`src/hdl/pcs_pkg.sv`:
```
package pcs_pkg;

  // Default depth of the offset history.
  localparam int unsigned WINDOW_DEFAULT = 8;

  localparam int unsigned TIME_W = 48;
  localparam int unsigned CFG_W  = 21;
  localparam int unsigned IDX_W  = 2;
  // Wide enough for sums and differences of two times plus a register value.
  localparam int unsigned WIDE_W = TIME_W + 2;

  // Input item layout.
  localparam int unsigned IN_DATA_W = 104;
  localparam int unsigned OUT_DATA_W = 48;

  // Command codes carried in the input item's tuser.
  localparam logic CMD_SAMPLE = 1'b0;
  localparam logic CMD_READ   = 1'b1;

  // Configuration register indexes.
  typedef enum logic [IDX_W-1:0] {
    REG_JUMP_THRESHOLD     = 2'd0,
    REG_LEAD_CEILING       = 2'd1,
    REG_BACKSTEP_TOLERANCE = 2'd2
  } reg_index_t;

  localparam logic [CFG_W-1:0] JUMP_THRESHOLD_RESET     = 21'd49152;
  localparam logic [CFG_W-1:0] LEAD_CEILING_RESET       = 21'd22938;
  localparam logic [CFG_W-1:0] BACKSTEP_TOLERANCE_RESET = 21'd16384;

  localparam logic signed [WIDE_W-1:0] SAT_HI = 50'sh0_7FFF_FFFF_FFFF;
  localparam logic signed [WIDE_W-1:0] SAT_LO = 50'sh3_8000_0000_0000;

  // Commands from the controller to the datapath.
  typedef struct packed {
    logic in_take;
    logic pause;
    logic resume;
    logic scan_start;
    logic scan_step;
    logic judge;
    logic pred_sum;
    logic pred_clip;
    logic pred_hold;
    logic res_zero;
    logic res_last;
    logic out_load;
  } dp_cmd_t;

  // Status from the datapath to the controller.
  typedef struct packed {
    logic is_read;
    logic in_playing;
    logic fresh;
    logic playing;
    logic has_sample;
    logic ring_empty;
    logic scan_last;
    logic out_free;
  } dp_status_t;

  // Clamp a wide signed value into the 48-bit time range.
  function automatic logic signed [TIME_W-1:0] sat48(input logic signed [WIDE_W-1:0] v);
    if (v > SAT_HI) begin
      return SAT_HI[TIME_W-1:0];
    end else if (v < SAT_LO) begin
      return SAT_LO[TIME_W-1:0];
    end
    return v[TIME_W-1:0];
  endfunction

endpackage

```
`src/hdl/pcs_ctrl.sv`:
```
module pcs_ctrl import pcs_pkg::*; (
  input  logic       clk,
  input  logic       rst,
  input  logic       in_valid,
  output logic       in_ready,
  input  dp_status_t status,
  output dp_cmd_t    cmd
);

  typedef enum logic [3:0] {
    ST_IDLE,
    ST_DECODE,
    ST_SCAN,
    ST_SCAN_END,
    ST_JUDGE,
    ST_PRED_SUM,
    ST_PRED_CLIP,
    ST_PRED_HOLD,
    ST_OUT
  } state_t;

  state_t state;
  state_t state_next;

  assign in_ready = (state == ST_IDLE);

  always_comb begin
    cmd        = '0;
    state_next = state;
    unique case (state)
      ST_IDLE: begin
        if (in_valid) begin
          cmd.in_take = 1'b1;
          state_next  = ST_DECODE;
        end
      end
      ST_DECODE: begin
        if (status.is_read) begin
          if (!status.has_sample) begin
            cmd.res_zero = 1'b1;
            state_next   = ST_OUT;
          end else if (!status.playing || status.ring_empty) begin
            cmd.res_last = 1'b1;
            state_next   = ST_OUT;
          end else begin
            cmd.scan_start = 1'b1;
            state_next     = ST_SCAN;
          end
        end else if (!status.in_playing) begin
          cmd.pause  = 1'b1;
          state_next = ST_IDLE;
        end else if (status.playing && !status.fresh) begin
          state_next = ST_IDLE;
        end else if (!status.playing || status.ring_empty) begin
          // A resume empties the ring, so, as with an already empty ring, no scan is needed.
          cmd.resume = !status.playing;
          state_next = ST_JUDGE;
        end else begin
          cmd.scan_start = 1'b1;
          state_next     = ST_SCAN;
        end
      end
      ST_SCAN: begin
        cmd.scan_step = 1'b1;
        if (status.scan_last) begin
          state_next = ST_SCAN_END;
        end
      end
      ST_SCAN_END: begin
        state_next = status.is_read ? ST_PRED_SUM : ST_JUDGE;
      end
      ST_JUDGE: begin
        cmd.judge  = 1'b1;
        state_next = ST_IDLE;
      end
      ST_PRED_SUM: begin
        cmd.pred_sum = 1'b1;
        state_next   = ST_PRED_CLIP;
      end
      ST_PRED_CLIP: begin
        cmd.pred_clip = 1'b1;
        state_next    = ST_PRED_HOLD;
      end
      ST_PRED_HOLD: begin
        cmd.pred_hold = 1'b1;
        state_next    = ST_OUT;
      end
      ST_OUT: begin
        if (status.out_free) begin
          cmd.out_load = 1'b1;
          state_next   = ST_IDLE;
        end
      end
      default: begin
        state_next = ST_IDLE;
      end
    endcase
  end

  always_ff @(posedge clk) begin
    if (rst) begin
      state <= ST_IDLE;
    end else begin
      state <= state_next;
    end
  end

endmodule

```
`src/hdl/pcs_datapath.sv`:
```
module pcs_datapath import pcs_pkg::*; #(
  parameter int unsigned WINDOW_SAMPLES = WINDOW_DEFAULT
) (
  input  logic                  clk,
  input  logic                  rst,
  input  logic                  in_command,
  input  logic [TIME_W-1:0]     in_position,
  input  logic [TIME_W-1:0]     in_now_time,
  input  logic                  in_playing,
  input  logic                  cfg_valid,
  input  logic [IDX_W-1:0]      cfg_index,
  input  logic [CFG_W-1:0]      cfg_data,
  output logic                  out_valid,
  input  logic                  out_ready,
  output logic [TIME_W-1:0]     out_position,
  input  dp_cmd_t               cmd,
  output dp_status_t            status
);

  localparam int unsigned AW = (WINDOW_SAMPLES > 1) ? $clog2(WINDOW_SAMPLES) : 1;
  localparam int unsigned CW = $clog2(WINDOW_SAMPLES + 1);
  localparam logic [AW-1:0] LAST_SLOT = AW'(WINDOW_SAMPLES - 1);
  localparam logic [CW-1:0] FULL_COUNT = CW'(WINDOW_SAMPLES);

  // Configuration registers.
  logic [CFG_W-1:0] jump_threshold;
  logic [CFG_W-1:0] lead_ceiling;
  logic [CFG_W-1:0] backstep_tolerance;

  // Latched input item.
  logic              cmd_q;
  logic [TIME_W-1:0] pos_q;
  logic [TIME_W-1:0] now_q;
  logic              playing_q;

  // Smoother state.
  logic [TIME_W-1:0] offset_ring [WINDOW_SAMPLES];
  logic [CW-1:0]     ring_count;
  logic [AW-1:0]     ring_next;
  logic [TIME_W-1:0] last_position;
  logic              has_sample;
  logic              is_playing;
  logic [TIME_W-1:0] held_output;

  // Working registers.
  logic [TIME_W-1:0] off_q;
  logic [AW-1:0]     scan_idx;
  logic              scan_first;
  logic              rd_pend;
  logic [TIME_W-1:0] rd_data;
  logic [TIME_W-1:0] max_q;
  logic [WIDE_W-1:0] sum_q;
  logic [TIME_W-1:0] res_q;

  logic signed [WIDE_W-1:0] pos_x, now_x, last_x, held_x, max_x, off_x, res_x, sum_x;
  logic signed [WIDE_W-1:0] thr_x, ceil_x, tol_x;
  logic signed [WIDE_W-1:0] clip_v;
  logic jump, backstep, discard;
  logic [AW-1:0] slot_after;
  logic [AW-1:0] wr_addr;

  assign pos_x  = WIDE_W'($signed(pos_q));
  assign now_x  = WIDE_W'($signed(now_q));
  assign last_x = WIDE_W'($signed(last_position));
  assign held_x = WIDE_W'($signed(held_output));
  assign max_x  = WIDE_W'($signed(max_q));
  assign off_x  = WIDE_W'($signed(off_q));
  assign res_x  = WIDE_W'($signed(res_q));
  assign sum_x  = $signed(sum_q);
  assign thr_x  = $signed({{(WIDE_W-CFG_W){1'b0}}, jump_threshold});
  assign ceil_x = $signed({{(WIDE_W-CFG_W){1'b0}}, lead_ceiling});
  assign tol_x  = $signed({{(WIDE_W-CFG_W){1'b0}}, backstep_tolerance});

  assign status.is_read    = (cmd_q == CMD_READ);
  assign status.in_playing = playing_q;
  assign status.fresh      = !has_sample || (pos_q != last_position);
  assign status.playing    = is_playing;
  assign status.has_sample = has_sample;
  assign status.ring_empty = (ring_count == '0);
  assign status.scan_last  = (CW'(scan_idx) == ring_count - 1'b1);
  assign status.out_free   = !out_valid || out_ready;

  assign jump     = (ring_count != '0) && ((off_x - max_x > thr_x) || (max_x - off_x > thr_x));
  assign backstep = has_sample && (pos_x < last_x - tol_x);
  assign discard  = jump || backstep;
  assign wr_addr  = discard ? '0 : ring_next;
  assign slot_after = (wr_addr == LAST_SLOT) ? '0 : wr_addr + 1'b1;

  always_comb begin
    clip_v = sum_x;
    if (clip_v > last_x + ceil_x) begin
      clip_v = last_x + ceil_x;
    end
    if (clip_v < last_x - tol_x) begin
      clip_v = last_x;
    end
  end

  always_ff @(posedge clk) begin
    if (rst) begin
      jump_threshold     <= JUMP_THRESHOLD_RESET;
      lead_ceiling       <= LEAD_CEILING_RESET;
      backstep_tolerance <= BACKSTEP_TOLERANCE_RESET;
    end else if (cfg_valid) begin
      case (cfg_index)
        REG_JUMP_THRESHOLD:     jump_threshold     <= cfg_data;
        REG_LEAD_CEILING:       lead_ceiling       <= cfg_data;
        REG_BACKSTEP_TOLERANCE: backstep_tolerance <= cfg_data;
        default: ;
      endcase
    end
  end

  // Input latch, offset and prediction arithmetic.
  always_ff @(posedge clk) begin
    if (cmd.in_take) begin
      cmd_q     <= in_command;
      pos_q     <= in_position;
      now_q     <= in_now_time;
      playing_q <= in_playing;
    end
    off_q <= sat48(pos_x - now_x);
    if (cmd.pred_sum) begin
      sum_q <= now_x + max_x;
    end
    if (cmd.res_zero) begin
      res_q <= '0;
    end else if (cmd.res_last) begin
      res_q <= last_position;
    end else if (cmd.pred_clip) begin
      res_q <= sat48(clip_v);
    end else if (cmd.pred_hold) begin
      if ((res_x < held_x) && (held_x - res_x < tol_x)) begin
        res_q <= held_output;
      end
    end
  end

  // Ring memory: one write and one registered read per cycle.
  always_ff @(posedge clk) begin
    if (cmd.judge) begin
      offset_ring[wr_addr] <= off_q;
    end
    if (cmd.scan_step) begin
      rd_data <= offset_ring[scan_idx];
    end
  end

  // Running maximum over the occupied ring entries.
  always_ff @(posedge clk) begin
    if (rst) begin
      rd_pend <= 1'b0;
    end else begin
      rd_pend <= cmd.scan_step;
    end
    if (cmd.scan_start) begin
      scan_idx   <= '0;
      scan_first <= 1'b1;
    end else begin
      if (cmd.scan_step) begin
        scan_idx <= scan_idx + 1'b1;
      end
      if (rd_pend) begin
        scan_first <= 1'b0;
        if (scan_first || ($signed(rd_data) > $signed(max_q))) begin
          max_q <= rd_data;
        end
      end
    end
  end

  always_ff @(posedge clk) begin
    if (rst) begin
      ring_count    <= '0;
      ring_next     <= '0;
      last_position <= '0;
      has_sample    <= 1'b0;
      is_playing    <= 1'b0;
      held_output   <= '0;
      out_valid     <= 1'b0;
    end else begin
      if (out_valid && out_ready) begin
        out_valid <= 1'b0;
      end
      if (cmd.pause) begin
        is_playing    <= 1'b0;
        ring_count    <= '0;
        ring_next     <= '0;
        last_position <= pos_q;
        has_sample    <= 1'b1;
        held_output   <= pos_q;
      end
      if (cmd.resume) begin
        is_playing <= 1'b1;
        ring_count <= '0;
        ring_next  <= '0;
      end
      if (cmd.judge) begin
        if (discard) begin
          held_output <= pos_q;
          ring_count  <= CW'(1);
        end else if (ring_count != FULL_COUNT) begin
          ring_count <= ring_count + 1'b1;
        end
        ring_next     <= slot_after;
        last_position <= pos_q;
        has_sample    <= 1'b1;
      end
      if (cmd.out_load) begin
        out_valid   <= 1'b1;
        held_output <= res_q;
      end
    end
  end

  always_ff @(posedge clk) begin
    if (cmd.out_load) begin
      out_position <= res_q;
    end
  end

endmodule

```
`src/hdl/playback_clock_smoother.sv`:
```
// Playback clock smoother. Each input item is either a position sample (tuser 0) or a
// read request (tuser 1); times are signed Q16 seconds, 48 bits. A sample records the
// offset of playback position over wall time in a ring of the last WINDOW_SAMPLES
// offsets and produces no output item. A read produces one output item: wall time plus
// the largest recorded offset, limited to lead_ceiling ahead of the last sampled
// position, pulled back to that position when it falls more than backstep_tolerance
// below it, and held against small backward steps. Reads before any sample give zero,
// and reads while paused or with an empty ring give the last sampled position.
// Items are handled one at a time. A sample that needs the ring maximum scans the
// ring, one entry per cycle through its single read port, and then judges its
// offset; a read that needs it scans the ring and then sums, clips and holds the
// prediction. Paused samples, repeated positions and samples into an empty ring,
// including the first one after a pause, skip the scan, and so do reads before any
// sample, while paused or with an empty ring. A finished read result sits in an
// output register, so the next item is accepted while it waits to be taken; a
// further read then holds in its last step until that register is free.
// Configuration writes are always accepted and must only be issued while idle.
module playback_clock_smoother import pcs_pkg::*; #(
  parameter int unsigned WINDOW_SAMPLES = WINDOW_DEFAULT
) (
  input  logic                  clk,
  input  logic                  rst,
  // Input items.
  input  logic                  s_axis_tvalid,
  output logic                  s_axis_tready,
  // tdata, from bit 0 up: position[47:0], now_time[95:48], playing[96], zero[103:97].
  input  logic [IN_DATA_W-1:0]  s_axis_tdata,
  // tuser: command (0 sample, 1 read).
  input  logic                  s_axis_tuser,
  // Output items.
  output logic                  m_axis_tvalid,
  input  logic                  m_axis_tready,
  // tdata, from bit 0 up: smoothed_position[47:0].
  output logic [OUT_DATA_W-1:0] m_axis_tdata,
  // Configuration writes.
  input  logic                  cfg_valid,
  output logic                  cfg_ready,
  input  logic [IDX_W-1:0]      cfg_index,
  input  logic [CFG_W-1:0]      cfg_data
);

  dp_cmd_t    cmd;
  dp_status_t status;

  // Registers can be written on any cycle.
  assign cfg_ready = 1'b1;

  // The controller sequences the ring scan and the judge or prediction steps.
  pcs_ctrl u_ctrl (
    .clk      (clk),
    .rst      (rst),
    .in_valid (s_axis_tvalid),
    .in_ready (s_axis_tready),
    .status   (status),
    .cmd      (cmd)
  );

  // The datapath holds the ring, the smoother state and the output register.
  pcs_datapath #(
    .WINDOW_SAMPLES (WINDOW_SAMPLES)
  ) u_datapath (
    .clk          (clk),
    .rst          (rst),
    .in_command   (s_axis_tuser),
    .in_position  (s_axis_tdata[TIME_W-1:0]),
    .in_now_time  (s_axis_tdata[2*TIME_W-1:TIME_W]),
    .in_playing   (s_axis_tdata[2*TIME_W]),
    .cfg_valid    (cfg_valid),
    .cfg_index    (cfg_index),
    .cfg_data     (cfg_data),
    .out_valid    (m_axis_tvalid),
    .out_ready    (m_axis_tready),
    .out_position (m_axis_tdata),
    .cmd          (cmd),
    .status       (status)
  );

endmodule

```
`config.mk`:
```
export PLATFORM = sky130hd
export DESIGN_NAME = playback_clock_smoother
export DESIGN_NICKNAME = d
export VERILOG_FILES = /design/src/hdl/pcs_pkg.sv /design/src/hdl/pcs_ctrl.sv /design/src/hdl/pcs_datapath.sv /design/src/hdl/playback_clock_smoother.sv
export SDC_FILE = /design/constraint.sdc
export NUM_CORES = 2
export LEC_CHECK = 0
export BUFFER_PORTS_ARGS = -buffer_cell sky130_fd_sc_hd__buf_2
export CORE_MARGIN = 2
export CORE_UTILIZATION = 40
export CTS_BUF_LIST = sky130_fd_sc_hd__clkbuf_16
export DETAILED_ROUTE_END_ITERATION = 8
export SYNTH_ARGS = -nofsm -noshare
export SYNTH_HDL_FRONTEND = slang
export SYNTH_HIERARCHICAL = 1
export SYNTH_SLANG_ARGS = --single-unit
```
`constraint.sdc`:
```
create_clock -name clk -period 18.06 [get_ports clk]
set_input_delay 3.612 -clock clk [delete_from_list [all_inputs] [get_ports clk]]
set_output_delay 3.612 -clock clk [all_outputs]
set_load 0.01 [all_outputs]
```
After elaboration in Yosys (flattened, before gate mapping)
Memories as Yosys holds them, arrays and structs flattened. A register that Yosys moved wholly into a read port is not among the register bits.
Index checks and enable logic that the tools add are counted.
{"block": "totals", "reg_bits": 518, "latch_bits": 0, "ram_bits": 384, "rom_bits": 0, "input_bits": 133, "out_inout_bits": 51, "word_cells": 173, "n_memories": 1}
{"block": "op_classes", "add_sub_neg": 11, "multipliers": 0, "div_mod_pow": 0, "magnitude_cmp": 12, "n_eq_ne": 17, "n_shift": 0, "muxes": 77, "bitwise": 1, "n_reduce_logical": 31}
{"name": "u_datapath.offset_ring", "depth": 8, "word_bits": 48, "read_ports": 1, "rd_clocked_by_memory_dff": 1, "write_ports": 1, "line_no": "pcs_datapath.sv:37", "rtl": "logic [TIME_W-1:0] offset_ring [WINDOW_SAMPLES];"}
{"op": "$mux W48", "count": 16}
{"op": "$sub A48 B48 Y49", "count": 4}
{"op": "$gt A50 B22 Y1", "count": 2}
{"op": "$gt A50 B48 Y1 const B", "count": 2}
{"op": "$lt A50 B48 Y1 const B", "count": 2}
{"op": "$mux W50", "count": 2}
{"op": "$gt A50 B50 Y1", "count": 1}
{"op": "$lt A50 B22 Y1", "count": 1}
{"op": "$lt A50 B49 Y1", "count": 1}
{"op": "$add A48 B22 Y49", "count": 1}
{"op": "$add A48 B48 Y49", "count": 1}
{"op": "$lt A48 B49 Y1", "count": 1}
{"op": "$sub A48 B22 Y49", "count": 1}
{"op": "$gt A48 B48 Y1", "count": 1}
{"op": "$lt A48 B48 Y1", "count": 1}
{"op": "$mux W4", "count": 12}
{"op": "$ne A48 B48 Y1", "count": 1}
{"op": "$mux W1", "count": 33}
{"op": "$pmux W4 S8", "count": 1}
{"op": "$mux W3", "count": 8}
{"op": "$eq A4 B3 Y1 const B", "count": 4}
{"op": "$mux W2", "count": 5}
{"op": "$reduce_bool A3 Y1", "count": 3}
{"op": "$eq A4 B2 Y1 const B", "count": 2}
{"op": "21 further kinds", "count": 43}

Depth between registers and ports, before layout
{"block": "depth", "ltp_word": 14, "depth_mapped": 39, "ltp_nobuf": 34}

Hierarchy
Netlist, hierarchy kept.
{"mod": "pcs_datapath", "n_inst": 1, "cells_per_inst": 5708, "area_each_um2": 57990.6, "seq_area_each_um2": 25674.6}
{"mod": "pcs_ctrl", "n_inst": 1, "cells_per_inst": 54, "area_each_um2": 372.9, "seq_area_each_um2": 80.1}
{"mod": "playback_clock_smoother", "n_inst": 1, "cells_per_inst": 2, "area_each_um2": 11.3, "seq_area_each_um2": 0.0}

Least setup slack after synthesis
OpenSTA, ideal clock, no wires.
{"block": "synth_path", "path_type": "reg2reg", "start": "register u_datapath.off_q[4]", "end": "memory u_datapath.offset_ring[1][0], enable pin", "setup_time_ns": 0.574, "t_arrival_ns": 9.934, "required_ns": 17.486, "setup_slack_ns": 7.552, "stages_incl_launch_ff": 27, "n_path_buf": 2, "synth_period_minus_slack_ns": 10.508, "path_cell_list": "dfxtp_1 -> inv_1 -> ha_1 -> clkbuf_1 -> nand4_1 -> a21oi_1 -> nor3_1 -> o21ai_0 -> a31oi_1 -> o21ai_0 -> a21oi_1 -> xnor2_1 -> ha_1 -> a21o_1 -> a21o_1 -> a221oi_1 -> o31ai_1 -> o41ai_1 -> o2111ai_1 -> or4_1 -> or4_1 -> nor4_1 -> a31oi_1 -> nor3b_1 -> buf_2 -> nand2_1 -> nor4bb_1"}
{"block": "synth_via", "elab_chain_len": 6, "word_cells_on_any_way": 8, "classes_between": "2 x add/sub; 2 x order compare; 1 x mux; 3 x reduce/logical"}
{"item": "from (decl)", "line_no": "pcs_datapath.sv:46", "rtl": "logic [TIME_W-1:0] off_q;"}
{"item": "from (signal assigned)", "line_no": "pcs_datapath.sv:122", "rtl": "off_q <= sat48(pos_x - now_x);"}
{"item": "$sub A48 B48 Y49", "line_no": "pcs_datapath.sv:83", "rtl": "assign jump = (ring_count != '0) && ((off_x - max_x > thr_x) || (max_x - off_x > thr_x));"}
{"item": "$gt A50 B22 Y1", "line_no": "pcs_datapath.sv:83"}
{"item": "$logic_or A1 B1 Y1 (*)", "line_no": "pcs_datapath.sv:83"}
{"item": "$logic_and A1 B1 Y1 (*)", "line_no": "pcs_datapath.sv:83"}
{"item": "$logic_or A1 B1 Y1 (*)", "line_no": "pcs_datapath.sv:85", "rtl": "assign discard = jump || backstep;"}
{"item": "$mux W3 (*)", "line_no": "pcs_datapath.sv:86", "rtl": "assign wr_addr = discard ? '0 : ring_next;"}
{"item": "to (decl)", "line_no": "pcs_datapath.sv:37"}
Mark *: on every way between the ends. The rest lies on a longest branch, timed or not.

Final worst setup path
{"block": "layout_path", "start": "register u_datapath.last_position[0]", "end": "register u_datapath.res_q[47]"}
{"block": "layout_via", "elab_chain_len": 14, "word_cells_on_any_way": 17, "classes_between": "2 x add/sub; 4 x order compare; 11 x mux"}
{"item": "from (decl)", "line_no": "pcs_datapath.sv:40", "rtl": "logic [TIME_W-1:0] last_position;"}
{"item": "from (signal assigned)", "line_no": "pcs_datapath.sv:189", "rtl": "last_position <= pos_q;"}
{"item": "from (signal assigned)", "line_no": "pcs_datapath.sv:206", "rtl": "last_position <= pos_q;"}
{"item": "$add A48 B22 Y49", "line_no": "pcs_datapath.sv:91, pcs_datapath.sv:92"}
{"item": "$gt A50 B50 Y1", "line_no": "pcs_datapath.sv:91", "rtl": "if (clip_v > last_x + ceil_x) begin"}
{"item": "$mux W50", "line_no": "pcs_datapath.sv:91"}
{"item": "$lt A50 B49 Y1", "line_no": "pcs_datapath.sv:94", "rtl": "if (clip_v < last_x - tol_x) begin"}
{"item": "$mux W50 (*)", "line_no": "pcs_datapath.sv:94"}
{"item": "$lt A50 B48 Y1", "line_no": "pcs_pkg.sv:66", "rtl": "end else if (v < SAT_LO) begin"}
{"item": "$mux W1", "line_no": "pcs_pkg.sv:66"}
{"item": "$mux W1", "line_no": "pcs_pkg.sv:64", "rtl": "if (v > SAT_HI) begin"}
{"item": "$mux W1", "line_no": "pcs_datapath.sv:130", "rtl": "end else if (cmd.pred_clip) begin"}
{"item": "$mux W1", "line_no": "pcs_datapath.sv:128", "rtl": "end else if (cmd.res_last) begin"}
{"item": "$mux W1", "line_no": "pcs_datapath.sv:126", "rtl": "if (cmd.res_zero) begin"}
{"item": "$mux W48 (*)", "line_no": "pcs_pkg.sv:69", "rtl": "return v[TIME_W-1:0];"}
{"item": "$mux W48 (*)", "line_no": "pcs_datapath.sv:130"}
{"item": "$mux W48 (*)", "line_no": "pcs_datapath.sv:128"}
{"item": "to (signal assigned)", "line_no": "pcs_datapath.sv:129", "rtl": "res_q <= last_position;"}
{"item": "to (signal assigned)", "line_no": "pcs_datapath.sv:131", "rtl": "res_q <= sat48(clip_v);"}
{"item": "to (signal assigned)", "line_no": "pcs_datapath.sv:134", "rtl": "res_q <= held_output;"}
{"item": "to (decl)", "line_no": "pcs_datapath.sv:53", "rtl": "logic [TIME_W-1:0] res_q;"}
Mark *: on every way between the ends. The rest lies on a longest branch, timed or not. The select of a mux whose other input is x is not followed.
A chain may end at the register's enable or synchronous reset.

==> run summary <==
Hold Path Sink -> u_datapath/max_q[37]$_DFFE_PP_
Final core utilization -> 0.445
Asr flop ratio synth -> 0
Count of final hold-check violations -> 0
First-pass DRT Iterations -> 5
Grt met2 use -> 0.385
EDFF count, synth -> 675
Worst clock skew -> 0.0582 ns
Syn Nets -> 6445
Worst EP required -> 18.70 ns
Routed WL -> 182000 µm
Fill count -> 13687
Dpl hpwl -> 139000 µm
Power Density -> 152 nW/µm²
Clk pwr share -> 0.217
First-pass GRT wire length -> 270000 µm
Maximum clock path buffer count -> 3
Placed cell count -> 7634
P_int -> 0.00567 W
Clk root buf -> clkbuf_16
Critical Path Sink Type -> flip-flop
Combinational share of power -> 0.464
Cell with the most instances after synthesis -> edfxtp_1
Reg2reg setup slack -> 7.50 ns
Leakage -> 25.9 nW
Drt drc -> 0
Number of max-cap violations -> 0
Clk slew on worst S/H paths -> 0.07 ns
Largest family of logic cells by synthesized area -> compound AO/OA/AOI/OAI gates
Post-synthesis simple-gate area fraction -> 0.112
Grt total ovfl -> 0
Sequential share of power -> 0.318
Per-cell routed wire length -> 23.2 µm
# H-tree levels -> 3
Final Max Tran Viols -> 0
Synth Register Bits -> 949
Post-Synth XOR/XNOR Area -> 0.0471
Gr usage total -> 0.240
GRT met3 Usage -> 0.0239
Reg2reg end -> u_datapath/res_q[47]$_SDFFE_PP0P_
CTS Hold Buffers Added -> 0
Skew-Pair Late Insertion Delay -> 0.75 ns
Adder-cell share of the synthesized area -> 0.120
Die Wd -> 386 µm
Largest net degree at the start of global routing -> 98
Postcts setup bufs -> 0
Final ANT Viol Nets -> 0
CTS tree -> yes
Most common flop cell mapped by yosys -> edfxtp_1
Busiest grt layer -> met2
WP buf/inv -> 4
Via Count -> 44711
YS warnings -> 6
Final period utilization -> 0.585
Routing usage on met1 -> 0.333
Switching part of the total -> 0.422
Share of cells above drive strength 1 -> 0.101
CP max stage delay -> 0.68 ns
Fin nets -> 6510
Post-Synthesis Cells -> 5764
Synth Area in Compound Gates -> 0.174
IO Count -> 184
Synth area leader -> edfxtp_1
VDD IR max -> 0.0000962 V
Share of the synthesized area in the top cell type -> 0.347
Setup violations, final -> 0
Most common library cells after synthesis -> edfxtp_1 (675), a21oi_1 (608), ha_1 (541)
Die Ht -> 386 µm
Hold depth -> 0
Worst reg2reg startpoint -> u_datapath/last_position[0]$_SDFFE_PP0P_
Mean Syn Cell Area -> 10.1 µm²
Pwr Total -> 0.00980 W
Setup Crit Path Kind -> reg -> reg
Min cycle time layout -> 10.56 ns
Outcome -> finished clean
PortBufs -> 175
RSZ-0062 raised after global routing -> no
Hold Crit Start -> u_datapath/rd_data[37]$_DFFE_PP_
Max FO, Critical Path -> 94
Initial antenna violation count -> 4
Top cells by area, synth -> edfxtp_1 (35%), ha_1 (12%), dfxtp_1 (9.4%)
Starting Density -> 0.402
Core Area -> 145000 µm²
Distinct cells, synth -> 92
Starting DRT DRC Count -> 3482
Crit path arrival time -> 11.20 ns
Rows -> 140
Number of vias per cell -> 5.71
Vias in the first global route -> 43774
Hold Crit Class -> reg -> reg
Top delay family on crit path -> compound AO/OA/AOI/OAI gates
Clock Sinks -> 949
CP max stage cell -> nor4b_2
Fmax -> 94.7 MHz
Final TNS setup -> 0 ns
Worst Reg-to-Reg Cells -> 36
Fin cells -> 7836
Area Growth Syn to Fin -> 10.7%
Startpoint types -> flip-flop
Sw Pwr -> 0.00414 W
CTS resizes -> 0
Global placer's final weighted congestion -> 0.957
Post-synth design cell area -> 58400 µm²
Worst rel slew slack -> 0.208
Mux contribution to synthesized area -> 0.0570
Die ar. -> 149000 µm²
Seq/Total Area, Yosys -> 0.441
Slew @ Worst Pin -> 1.18 ns
CTS buffer count -> 110
logic make-up after synthesis:
logic type / Yosys count
xor+xnor: 314
flops: 949
simple gates: 1379
other cells: 1
mux: 206
fa+ha+maj: 556
compound gates: 1635
buf+inv: 724
flip-flops by register name (all words and copies together), names as in the netlist, 3 cells and up:
register                       cells
u_datapath/offset_ring           384
u_datapath/sum_q                  49
u_datapath/held_output            48
u_datapath/last_position          48
u_datapath/max_q                  48
u_datapath/now_q                  48
u_datapath/off_q                  48
u_datapath/out_position           48
u_datapath/pos_q                  48
u_datapath/rd_data                48
u_datapath/res_q                  48
u_datapath/backstep_tolerance     21
u_datapath/jump_threshold         21
u_datapath/lead_ceiling           21
u_ctrl/state                       4
u_datapath/ring_count              4
u_datapath/ring_next               3
u_datapath/scan_idx                3
power by group through the flow:
stage                     Sequential (W)  Clock, W  Combinational [W]
after floorplan                  0.00291         0            0.00332
after global placement           0.00314         0            0.00445
after detailed placement         0.00315         0            0.00448
after CTS                        0.00311   0.00219            0.00451
after global routing             0.00315   0.00227            0.00500
final                            0.00312   0.00213            0.00455
cells in the final DEF, fill, tap and decap left out, types with 44 or more instances in the layout:
master,n
inv_1,474
o21a_1,57
xnor2_1,220
a211oi_1,80
nor2_1,275
a21oi_1,607
nand2b_1,49
dfxtp_1,271
edfxtp_1,675
clkbuf_16,111
mux2i_1,60
xor2_1,93
a21o_1,211
mux4_2,96
o21ai_0,290
nand4_1,108
nand3_1,134
buf_2,174
o22ai_1,58
nand2_1,496
mux2_2,50
buf_4,54
ha_1,541
a221oi_1,62
nor3_1,77
nor2b_1,44
final cells by class:
| cell class | count | area (µm²) | share of cell area |
|---|---|---|---|
| clock inverter | 89 | 689 | 0.0107 |
| sequential | 949 | 25800 | 0.399 |
| multi-input combinational | 4091 | 30000 | 0.464 |
| timing repair buffer | 229 | 1290 | 0.0199 |
| clock buffer | 111 | 2780 | 0.0430 |
| tap | 1917 | 2400 | 0.0371 |
| antenna | 2 | 5.00 | 0.0000775 |
| inverter | 448 | 1680 | 0.0260 |
per-stage QoR:
stage                     hold WS, ns  worst slack (ns)  cell area [µm²]
after global placement          0.432              7.54            61100
after floorplan                 0.426              7.55            58400
final                           0.453              7.50            64600
after global routing            0.468              6.75            64600
after CTS                       0.456              7.45            64600
after detailed placement        0.442              7.46            61100
per-layer routing:
layer,vias up,part of all wire
met5,-,0
met1,21772,0.46
met2,1242,0.45
met4,0,0.042
li1,21420,-
met3,277,0.047
worst register-to-register path: cells and delay by family, from the launching register on:
kind                     cells  cell delay [ns]
AO/OA/AOI/OAI               17             3.93
buffers and inverters        4             1.57
AND/OR/NAND/NOR              9             2.76
adder cells (fa/ha/maj)      4             1.47
flip-flops                   1             0.37
multiplexers                 2             0.36
worst max-delay path by stage:
stage | start | end | slack, ns | cells past startpoint
3_3_place_gp | u_datapath/last_position[0]$_SDFFE_PP0P_ | u_datapath/res_q[47]$_SDFFE_PP0P_ | 7.54 | 36
4_1_cts | u_datapath/last_position[0]$_SDFFE_PP0P_ | u_datapath/res_q[47]$_SDFFE_PP0P_ | 7.45 | 36
2_1_floorplan | u_datapath/off_q[4]$_DFF_P_ | u_datapath/offset_ring[1][0]$_DFFE_PP_ | 7.55 | 26
3_5_place_dp | u_datapath/last_position[0]$_SDFFE_PP0P_ | u_datapath/res_q[47]$_SDFFE_PP0P_ | 7.46 | 36
5_1_grt | u_datapath/last_position[1]$_SDFFE_PP0P_ | u_datapath/res_q[47]$_SDFFE_PP0P_ | 6.75 | 36
6_report | u_datapath/last_position[0]$_SDFFE_PP0P_ | u_datapath/res_q[47]$_SDFFE_PP0P_ | 7.50 | 36
Note: power is estimated with default switching activity, not from simulation.
